<file path="config.mk">
export PLATFORM = sky130hd
export DESIGN_NAME = gn2_queue
export DESIGN_NICKNAME = d
export VERILOG_FILES = /design/src/rtl/core/gn2_pkg.sv /design/src/rtl/core/gn2_queue.sv
export SDC_FILE = /design/constraint.sdc
export NUM_CORES = 1
export LEC_CHECK = 0
export BUFFER_PORTS_ARGS = -buffer_cell sky130_fd_sc_hd__buf_2
export CORE_UTILIZATION = 57
export DETAILED_ROUTE_END_ITERATION = 10
export GPL_TIMING_DRIVEN = 1
export PLACE_DENSITY_LB_ADDON = 0.3
export SLEW_MARGIN = 20
export SYNTH_ARGS = -nofsm -noshare
export SYNTH_HDL_FRONTEND = slang
export SYNTH_SLANG_ARGS = --single-unit
export TNS_END_PERCENT = 50
</file>
<file path="constraint.sdc">
create_clock -name clk -period 3.11 [get_ports clk]
set_input_delay 0 -clock clk [delete_from_list [all_inputs] [get_ports clk]]
set_output_delay 0 -clock clk [all_outputs]
set_load 0.05 [all_outputs]
</file>
<file path="src/rtl/core/gn2_pkg.sv">
`timescale 1ns / 1ps
// ----------------------------------------------------------------------------
// gn2_pkg: shared types, constants and lookups for the 2D gradient noise core
// Permutation ROM, gradient codes, datapath widths and the queue entry type.
// ----------------------------------------------------------------------------
package gn2_pkg;

  // Internal fixed point: IFB fraction bits, 1.0 = 2^IFB
  localparam int IFB     = 24;
  localparam int T_W     = 24;  // cell fraction, unsigned
  localparam int INNER_W = 28;  // 15 - 6t and 10 - p terms
  localparam int F_W     = 25;  // fade value, 0 .. 1.0 inclusive
  localparam int SUM_W   = 27;  // signed gradient sum (+-dx +-dy)
  localparam int N_W     = 26;  // corner dot product
  localparam int D_W     = 27;  // first lerp difference
  localparam int NX_W    = 27;  // first lerp result
  localparam int R_W     = 28;  // final lerp result

  localparam logic signed [SUM_W-1:0] FX_ONE   = 27'sd16777216;
  localparam logic signed [24:0]      INV_RT2  = 25'sd11863283;
  localparam logic [INNER_W-1:0]      FADE_K15 = 28'd251658240;  // 15.0
  localparam logic [INNER_W-1:0]      FADE_K10 = 28'd167772160;  // 10.0

  // Gradient codes: low 3 bits of a corner hash
  localparam logic [2:0] GRAD_PX = 3'd0;  // (+1, 0)
  localparam logic [2:0] GRAD_NX = 3'd1;  // (-1, 0)
  localparam logic [2:0] GRAD_PY = 3'd2;  // (0, +1)
  localparam logic [2:0] GRAD_NY = 3'd3;  // (0, -1)
  localparam logic [2:0] GRAD_PP = 3'd4;  // (+d, +d)
  localparam logic [2:0] GRAD_NP = 3'd5;  // (-d, +d)
  localparam logic [2:0] GRAD_PN = 3'd6;  // (+d, -d)
  localparam logic [2:0] GRAD_NN = 3'd7;  // (-d, -d)

  localparam int QDEPTH = 4;
  localparam int QA_W   = $clog2(QDEPTH);
  localparam int QC_W   = $clog2(QDEPTH + 1);

  // Corner order in hash arrays: 0 = (0,0), 1 = (1,0), 2 = (0,1), 3 = (1,1)
  typedef struct packed {
    logic [3:0][2:0] hash;
    logic [T_W-1:0]  tx;
    logic [T_W-1:0]  ty;
  } gn2_entry_t;

  typedef struct packed {
    logic full;
    logic empty;
  } gn2_qstat_t;

  localparam logic [7:0] PERM_ROM [256] = '{
    8'd151, 8'd160, 8'd137, 8'd91,  8'd90,  8'd15,  8'd131, 8'd13,
    8'd201, 8'd95,  8'd96,  8'd53,  8'd194, 8'd233, 8'd7,   8'd225,
    8'd140, 8'd36,  8'd103, 8'd30,  8'd69,  8'd142, 8'd8,   8'd99,
    8'd37,  8'd240, 8'd21,  8'd10,  8'd23,  8'd190, 8'd6,   8'd148,
    8'd247, 8'd120, 8'd234, 8'd75,  8'd0,   8'd26,  8'd197, 8'd62,
    8'd94,  8'd252, 8'd219, 8'd203, 8'd117, 8'd35,  8'd11,  8'd32,
    8'd57,  8'd177, 8'd33,  8'd88,  8'd237, 8'd149, 8'd56,  8'd87,
    8'd174, 8'd20,  8'd125, 8'd136, 8'd171, 8'd168, 8'd68,  8'd175,
    8'd74,  8'd165, 8'd71,  8'd134, 8'd139, 8'd48,  8'd27,  8'd166,
    8'd77,  8'd146, 8'd158, 8'd231, 8'd83,  8'd111, 8'd229, 8'd122,
    8'd60,  8'd211, 8'd133, 8'd230, 8'd220, 8'd105, 8'd92,  8'd41,
    8'd55,  8'd46,  8'd245, 8'd40,  8'd244, 8'd102, 8'd143, 8'd54,
    8'd65,  8'd25,  8'd63,  8'd161, 8'd1,   8'd216, 8'd80,  8'd73,
    8'd209, 8'd76,  8'd132, 8'd187, 8'd208, 8'd89,  8'd18,  8'd169,
    8'd200, 8'd196, 8'd135, 8'd130, 8'd116, 8'd188, 8'd159, 8'd86,
    8'd164, 8'd100, 8'd109, 8'd198, 8'd173, 8'd186, 8'd3,   8'd64,
    8'd52,  8'd217, 8'd226, 8'd250, 8'd124, 8'd123, 8'd5,   8'd202,
    8'd38,  8'd147, 8'd118, 8'd126, 8'd255, 8'd82,  8'd85,  8'd212,
    8'd207, 8'd206, 8'd59,  8'd227, 8'd47,  8'd16,  8'd58,  8'd17,
    8'd182, 8'd189, 8'd28,  8'd42,  8'd223, 8'd183, 8'd170, 8'd213,
    8'd119, 8'd248, 8'd152, 8'd2,   8'd44,  8'd154, 8'd163, 8'd70,
    8'd221, 8'd153, 8'd101, 8'd155, 8'd167, 8'd43,  8'd172, 8'd9,
    8'd129, 8'd22,  8'd39,  8'd253, 8'd19,  8'd98,  8'd108, 8'd110,
    8'd79,  8'd113, 8'd224, 8'd232, 8'd178, 8'd185, 8'd112, 8'd104,
    8'd218, 8'd246, 8'd97,  8'd228, 8'd251, 8'd34,  8'd242, 8'd193,
    8'd238, 8'd210, 8'd144, 8'd12,  8'd191, 8'd179, 8'd162, 8'd241,
    8'd81,  8'd51,  8'd145, 8'd235, 8'd249, 8'd14,  8'd239, 8'd107,
    8'd49,  8'd192, 8'd214, 8'd31,  8'd181, 8'd199, 8'd106, 8'd157,
    8'd184, 8'd84,  8'd204, 8'd176, 8'd115, 8'd121, 8'd50,  8'd45,
    8'd127, 8'd4,   8'd150, 8'd254, 8'd138, 8'd236, 8'd205, 8'd93,
    8'd222, 8'd114, 8'd67,  8'd29,  8'd24,  8'd72,  8'd243, 8'd141,
    8'd128, 8'd195, 8'd78,  8'd66,  8'd215, 8'd61,  8'd156, 8'd180
  };

  function automatic logic [7:0] perm(input logic [7:0] idx);
    return PERM_ROM[idx];
  endfunction

  // Gradient dot product before the 1/sqrt2 scale: axes give +-dx or +-dy
  // directly, diagonals give the signed sum that is scaled afterwards.
  function automatic logic signed [SUM_W-1:0] grad_sum(
    input logic [2:0]              code,
    input logic signed [SUM_W-1:0] dx,
    input logic signed [SUM_W-1:0] dy
  );
    logic signed [SUM_W-1:0] s;
    unique case (code)
      GRAD_PX: s = dx;
      GRAD_NX: s = -dx;
      GRAD_PY: s = dy;
      GRAD_NY: s = -dy;
      GRAD_PP: s = dx + dy;
      GRAD_NP: s = dy - dx;
      GRAD_PN: s = dx - dy;
      GRAD_NN: s = -dx - dy;
    endcase
    return s;
  endfunction

endpackage

</file>
<file path="src/rtl/core/gn2_queue.sv">
`timescale 1ns / 1ps
// ----------------------------------------------------------------------------
// gn2_queue: short FIFO between the hashing front and the arithmetic back
// Register array with read and write pointers and an occupancy count.
// ----------------------------------------------------------------------------
module gn2_queue
  import gn2_pkg::*;
(
  input  logic       clk,
  input  logic       rst,
  input  logic       push,
  input  gn2_entry_t push_data,
  input  logic       pop,
  output gn2_entry_t pop_data,
  output gn2_qstat_t qstat
);

  gn2_entry_t      mem [QDEPTH];
  logic [QA_W-1:0] wr_ptr, rd_ptr;
  logic [QC_W-1:0] count;

  assign pop_data    = mem[rd_ptr];
  assign qstat.full  = (count == QC_W'(QDEPTH));
  assign qstat.empty = (count == '0);

  always_ff @(posedge clk) begin
    if (rst) begin
      wr_ptr <= '0;
      rd_ptr <= '0;
      count  <= '0;
    end else begin
      if (push) begin
        wr_ptr <= (wr_ptr == QA_W'(QDEPTH - 1)) ? '0 : wr_ptr + 1'b1;
      end
      if (pop) begin
        rd_ptr <= (rd_ptr == QA_W'(QDEPTH - 1)) ? '0 : rd_ptr + 1'b1;
      end
      priority if (push && !pop) begin
        count <= count + 1'b1;
      end else if (pop && !push) begin
        count <= count - 1'b1;
      end
    end
  end

  always_ff @(posedge clk) begin
    if (push) begin
      mem[wr_ptr] <= push_data;
    end
  end

  a_no_overflow: assert property (@(posedge clk) disable iff (rst)
    push |-> !qstat.full) else $error("queue push while full");

  a_no_underflow: assert property (@(posedge clk) disable iff (rst)
    pop |-> !qstat.empty) else $error("queue pop while empty");

  a_count_range: assert property (@(posedge clk) disable iff (rst)
    count <= QC_W'(QDEPTH)) else $error("queue count out of range");

  a_count_step: assert property (@(posedge clk) disable iff (rst)
    (push && !pop) |=> (count == $past(count) + 1'b1))
    else $error("queue count did not follow push");

endmodule

</file>
==> results of run 1 <==
## metrics by stage
stage | area, µm² | util [%] | setup WS (ns)
finish | 11300 | 73.5 | 0.902
global route | 11300 | 73.5 | 0.792
CTS | 11300 | 73.5 | 0.859
detailed placement | 9950 | 64.5 | 1.32
global placement | 9950 | 64.5 | 1.36
floorplan | 9160 | - | 0.721
## placed cells by master (no fill, tap or decap), drive strengths merged
| master | Yosys | layout |
|---|---|---|
| o21ai | 1 | 1 |
| nor3 | 1 | 1 |
| clkinv | 0 | 5 |
| edfxtp | 240 | 240 |
| nor3b | 2 | 2 |
| ha | 6 | 6 |
| dfxtp | 9 | 9 |
| nor2 | 7 | 7 |
| a21oi | 2 | 2 |
| buf | 14 | 128 |
| diode | 0 | 1 |
| fa | 1 | 1 |
| mux2i | 4 | 4 |
| mux4 | 60 | 60 |
| dlygate4sd3 | 0 | 63 |
| bufinv | 0 | 1 |
| clkbuf | 0 | 36 |
| and2 | 4 | 4 |
| xor2 | 2 | 2 |
| or3 | 1 | 1 |
| inv | 4 | 6 |
## cell families (layout without fill, tap and decap cells)
kind of cell             Yosys count  after routing  synth area share, %
AO/OA/AOI/OAI                      3              3                0.164
multiplexers                      64             64                 15.2
XOR/XNOR                           2              2                0.191
AND/OR/NAND/NOR                   15             15                0.846
flip-flops                       249            249                 80.6
adder cells (fa/ha/maj)            7              7                 1.04
other                              0              1                    0
buffers and inverters             18            239                 1.97
## layout make-up
type | instances | area (µm²) | share of cell area [%]
flip-flops and latches | 249 | 7390 | 65.2
multi-input cells | 91 | 1610 | 14.2
repair buffers | 191 | 1300 | 11.5
clock buffers | 36 | 677 | 5.97
well taps | 211 | 264 | 2.33
clock inverters | 8 | 75.1 | 0.662
inverters | 4 | 15.0 | 0.132
diodes | 1 | 2.50 | 0.0221
## metal layers
layer | up-vias | part of all wire [%] | global-route usage, %
li1 | 1931 | - | -
met1 | 2187 | 42 | 27.1
met2 | 145 | 50 | 33.7
met3 | 23 | 6.6 | 4.53
met4 | 0 | 1.4 | 5.19
met5 | - | 0 | 0
## flip-flops by register name (all words and copies together), names as in the netlist, named ones only
name    count
mem       240
rd_ptr      2
wr_ptr      2
count       3
## synth_stat cells
cell type	count
edfxtp_1	240
inv_1	4
or3_1	1
dfxtp_1	9
buf_6	1
nor2_1	7
fa_1	1
buf_12	6
mux2i_1	4
ha_1	6
a21oi_1	2
and2_1	4
xor2_1	2
buf_1	1
buf_2	6
o21ai_0	1
nor3b_1	2
mux4_2	60
nor3_1	1
## worst paths after layout
check	to	slack [ns]	cells past startpoint
hold / removal	mem[1][35]	0.23	2
hold reg to reg	count[2]	0.53	2
setup reg to reg	mem[0][44]	1.34	3
setup / recovery	pop_data[25]	0.90	3
## worst max-delay path, cell delays in order, from the launching register on
cell     delay [ns]
dfxtp_2        0.74
buf_12         0.31
mux4_2         0.36
buf_2          0.23
## what timing repair did
item	CTS	global route
endpoints found under the hold margin	249	0
buffers inserted	0	0
hold buffers	63	0
## power breakdown
group          total, mW  internal, mW  leakage [nW]  switching (mW)
combinational       1.01         0.334          1.25           0.673
sequential          3.90          3.84          2.28          0.0524
clock               2.77          1.60         0.371            1.17
==> flow_summary.json, run 1 <==
{
  "crit_path_start_kind": "flip-flop",
  "synth_cells": 358,
  "final_cell_count_no_fill": 791,
  "drc": 0,
  "cts-root-buf": "clkbuf_16",
  "hp-class": "primary input to flip-flop",
  "end_kind": "output pin",
  "drt_iter0_markers": 254,
  "ys_ff_latch": 249,
  "vdd_ir_drop_max_v": 0.000594,
  "cap_violations": 0,
  "nFillCells": 940,
  "final.period_utilization_pct": 71.0,
  "htree_levels": 1,
  "grt_usage_pct": 20.1,
  "cts_inserted_buffers": 25,
  "clk_latency_ns": 0.52,
  "synth_cell_types": 19,
  "synth_seq_area_share_pct": 80.6,
  "synth_top_area_share_pct": 78.6,
  "cts_tree": "yes",
  "period_needed_ns": 2.21,
  "dpl.cell_count": 683,
  "vias": 4286,
  "worstReg2RegStart": "wr_ptr[0]",
  "die_w_um": 129,
  "dr.pass1.iters": 5,
  "yosysTopAreaCell": "edfxtp_1",
  "clk_path_buf_depth": 3,
  "clkTransAtPathRegs_ns": 0.06,
  "rsz0062_at_grt": "false",
  "worstMarginPinSlew_ns": 0.933,
  "post_synth.cell_area_avg_um2": 25.6,
  "dpl.hpwl_um": 8630,
  "die_y_um": 129,
  "vias_per_cell": 5.42,
  "outcome": "finished, final reports clean",
  "holdCritStartpoint": "push_data[35]",
  "synth_area_leaders": "edfxtp_1 79%, mux4_2 15%, dfxtp_1 2.0%",
  "worstPathMaxFanout": 37,
  "antenna_found_initial": 0,
  "fmax_mhz": 453,
  "power_density_mw_per_mm2": 677,
  "grt_max_degree": 61,
  "hold_viol": 0,
  "critPathKind": "flip-flop to output pin",
  "start_util_pct": 59.4,
  "grt_pass1_wl_um": 24700,
  "critPathArrivalTime_ns": 2.21,
  "rows": 45,
  "synth_fp_nets": 429,
  "yosys_warnings": 0,
  "skew_ns": 0.0116,
  "wl_per_cell_um": 20.0,
  "grt-ovfl-total": 0,
  "layout-drive-gt1-share_pct": 39.4,
  "synthToLayoutAreaGrowth_pct": 23.7,
  "cts_sinks": 249,
  "setup_viol": 0,
  "nets": 633,
  "wl_um": 15800,
  "grt_pass1_vias": 4675,
  "whs_ns": 0.233,
  "fin_tns_setup_ns": 0,
  "syn_area_mm2": 0.00916,
  "io_buffer_count": 125,
  "final_max_slew_viol_count": 0,
  "ioPinCount": 126,
  "die_area_mm2": 0.0166,
  "worstPathRequired_ns": 3.11,
  "route.antenna.remaining_nets": 0,
  "gp_congestion": 0.712,
  "cellLeakagePower_nw": 3.90,
  "post_cts_resized": 0,
  "core_area_mm2": 0.0154,
  "slew_headroom_pct": 37.8,
  "power_mw": 7.67
}
Note: power is estimated with default switching activity, not from simulation.
==> run 2, diff against run 1 <==
Settings changed: CORE_UTILIZATION 57 to 51.
Clock period 3.11 ns to 1.9 ns, I/O delays scaled along.
==> flow_summary.json, run 2 (same netlist as run 1, synthesis figures left out) <==
{
  "worstReg2RegEnd": "mem[2][59]",
  "reg2reg_slack_ns": 0.38,
  "end_kind": "output pin",
  "hold_viol": 0,
  "ff_latch_area_mm2": 0.00739,
  "start_util_pct": 52.6,
  "route.antenna.remaining_nets": 0,
  "diodes": 0,
  "cts_inserted_buffers": 24,
  "grt_max_degree": 30,
  "cap_violations": 0,
  "worstPathMaxFanout": 8,
  "vdd_ir_drop_max_v": 0.000857,
  "die_y_um": 136,
  "grt-ovfl-total": 0,
  "worst-r2r-cell-count": 4,
  "period_needed_ns": 1.88,
  "layout_commonest_cell": "edfxtp_1",
  "hp-class": "primary input to flip-flop",
  "vias": 4371,
  "grt_pass1_wl_um": 25100,
  "dpl.cell_count": 708,
  "dr.pass1.iters": 4,
  "holdCritStartpoint": "push_data[23]",
  "setup_viol": 0,
  "reg_top3": "mem x240, count x3",
  "worstHoldPathCells": 2,
  "wl_per_cell_um": 20.4,
  "die_w_um": 136,
  "worstReg2RegStart": "wr_ptr[0]",
  "io_buffer_count": 125,
  "outcome": "finished, final reports clean",
  "drc": 0,
  "nFillCells": 1101,
  "wl_um": 16700,
  "cts_sinks": 249,
  "die_area_mm2": 0.0185,
  "top_register": "mem",
  "layout-drive-gt1-share_pct": 40.7,
  "gp_congestion": 0.673,
  "grt_usage_pct": 18.2,
  "fin_tns_setup_ns": 0,
  "clkTransAtPathRegs_ns": 0.06,
  "final.period_utilization_pct": 99.2,
  "layout_common_cells": "240 x edfxtp_1, 72 x buf_2, 64 x dlygate4sd3_1",
  "place_ws_ns": 0.366,
  "vias_per_cell": 5.32,
  "cts_tree": "yes",
  "critPathKind": "flip-flop to output pin",
  "power_mw": 12.7,
  "synthToLayoutAreaGrowth_pct": 31.4,
  "min_to": "mem[1][23]",
  "rows": 48,
  "multiInputGateArea_mm2": 0.00161,
  "antenna_found_initial": 0,
  "cts-root-buf": "clkbuf_16",
  "critPathArrivalTime_ns": 1.88,
  "largest_register_ffs": 240,
  "ioPinCount": 126,
  "power_density_mw_per_mm2": 1060,
  "grt_pass1_vias": 4622,
  "fmax_mhz": 531,
  "nets": 652,
  "rsz0062_at_grt": "true",
  "slew_headroom_pct": 78.7,
  "drt_iter0_markers": 194,
  "worstMarginPinSlew_ns": 0.319,
  "core_area_mm2": 0.0174,
  "dpl.hpwl_um": 9750,
  "clk_path_buf_depth": 3,
  "whs_ns": 0.245,
  "cellLeakagePower_nw": 4.16,
  "crit_path_start_kind": "flip-flop",
  "setup_slack_ns": 0.0151,
  "worstPathRequired_ns": 1.90,
  "skew_ns": 0.0128,
  "final_cell_count_no_fill": 822,
  "final_max_slew_viol_count": 0,
  "clk_latency_ns": 0.50,
  "htree_levels": 1
}
run 2: metal layers:
layer | track usage [%] | routed length, µm | vias to the layer above
met5 | 0 | 0 | -
met4 | 4.14 | 207 | 0
met3 | 3.50 | 793 | 24
met2 | 31.6 | 8770 | 106
met1 | 23.8 | 6970 | 2267
li1 | - | - | 1974
run 2: power breakdown:
group / switching (mW) / total [mW] / internal [mW]
Clock: 1.82 / 4.36 / 2.54
Sequential: 0.0766 / 6.36 / 6.28
Combinational: 1.18 / 2.01 / 0.829
Total: 3.08 / 12.7 / 9.65
run 2: critical path: stages, from the launching register on:
cell and delay (ns):
dfxtp_4 0.38, buf_12 0.14, clkbuf_16 0.17, mux4_2 0.52
buf_6 0.17
run 2: final cells by class:
cell class | count | share of cell area (%)
flip-flops and latches | 249 | 61.4
repair buffers | 211 | 16.8
multi-input cells | 91 | 13.3
clock buffers | 33 | 5.44
well taps | 225 | 2.34
clock inverters | 9 | 0.561
inverters | 4 | 0.125
run 2: timing repair:
| item | CTS | global route |
|---|---|---|
| hold endpoints to repair | 249 | 0 |
| resized for setup | 80 | 38 |
| cloned | 0 | 3 |
| hold buffers | 64 | 0 |
| setup buffers | 2 | 3 |
| endpoints found under the setup margin | 53 | 58 |
run 2: how the worst max path moves through the flow:
stage | startpoint | to | slack [ns]
finish | flip-flop | pop_data[28] | 0.02
global route | flip-flop | pop_data[28] | -0.04
CTS | flip-flop | pop_data[20] | -0.03
detailed placement | flip-flop | pop_data[20] | 0.37
global placement | flip-flop | pop_data[34] | 0.37
floorplan | wr_ptr[0] | mem[0][0] | -0.48
run 2: metrics by stage:
step / utilization [%] / area (µm²)
2_1_floorplan: - / 9170
3_3_place_gp: 58.5 / 10200
3_5_place_dp: 58.5 / 10200
4_1_cts: 67.8 / 11800
5_1_grt: 69.1 / 12000
6_report: 69.1 / 12000
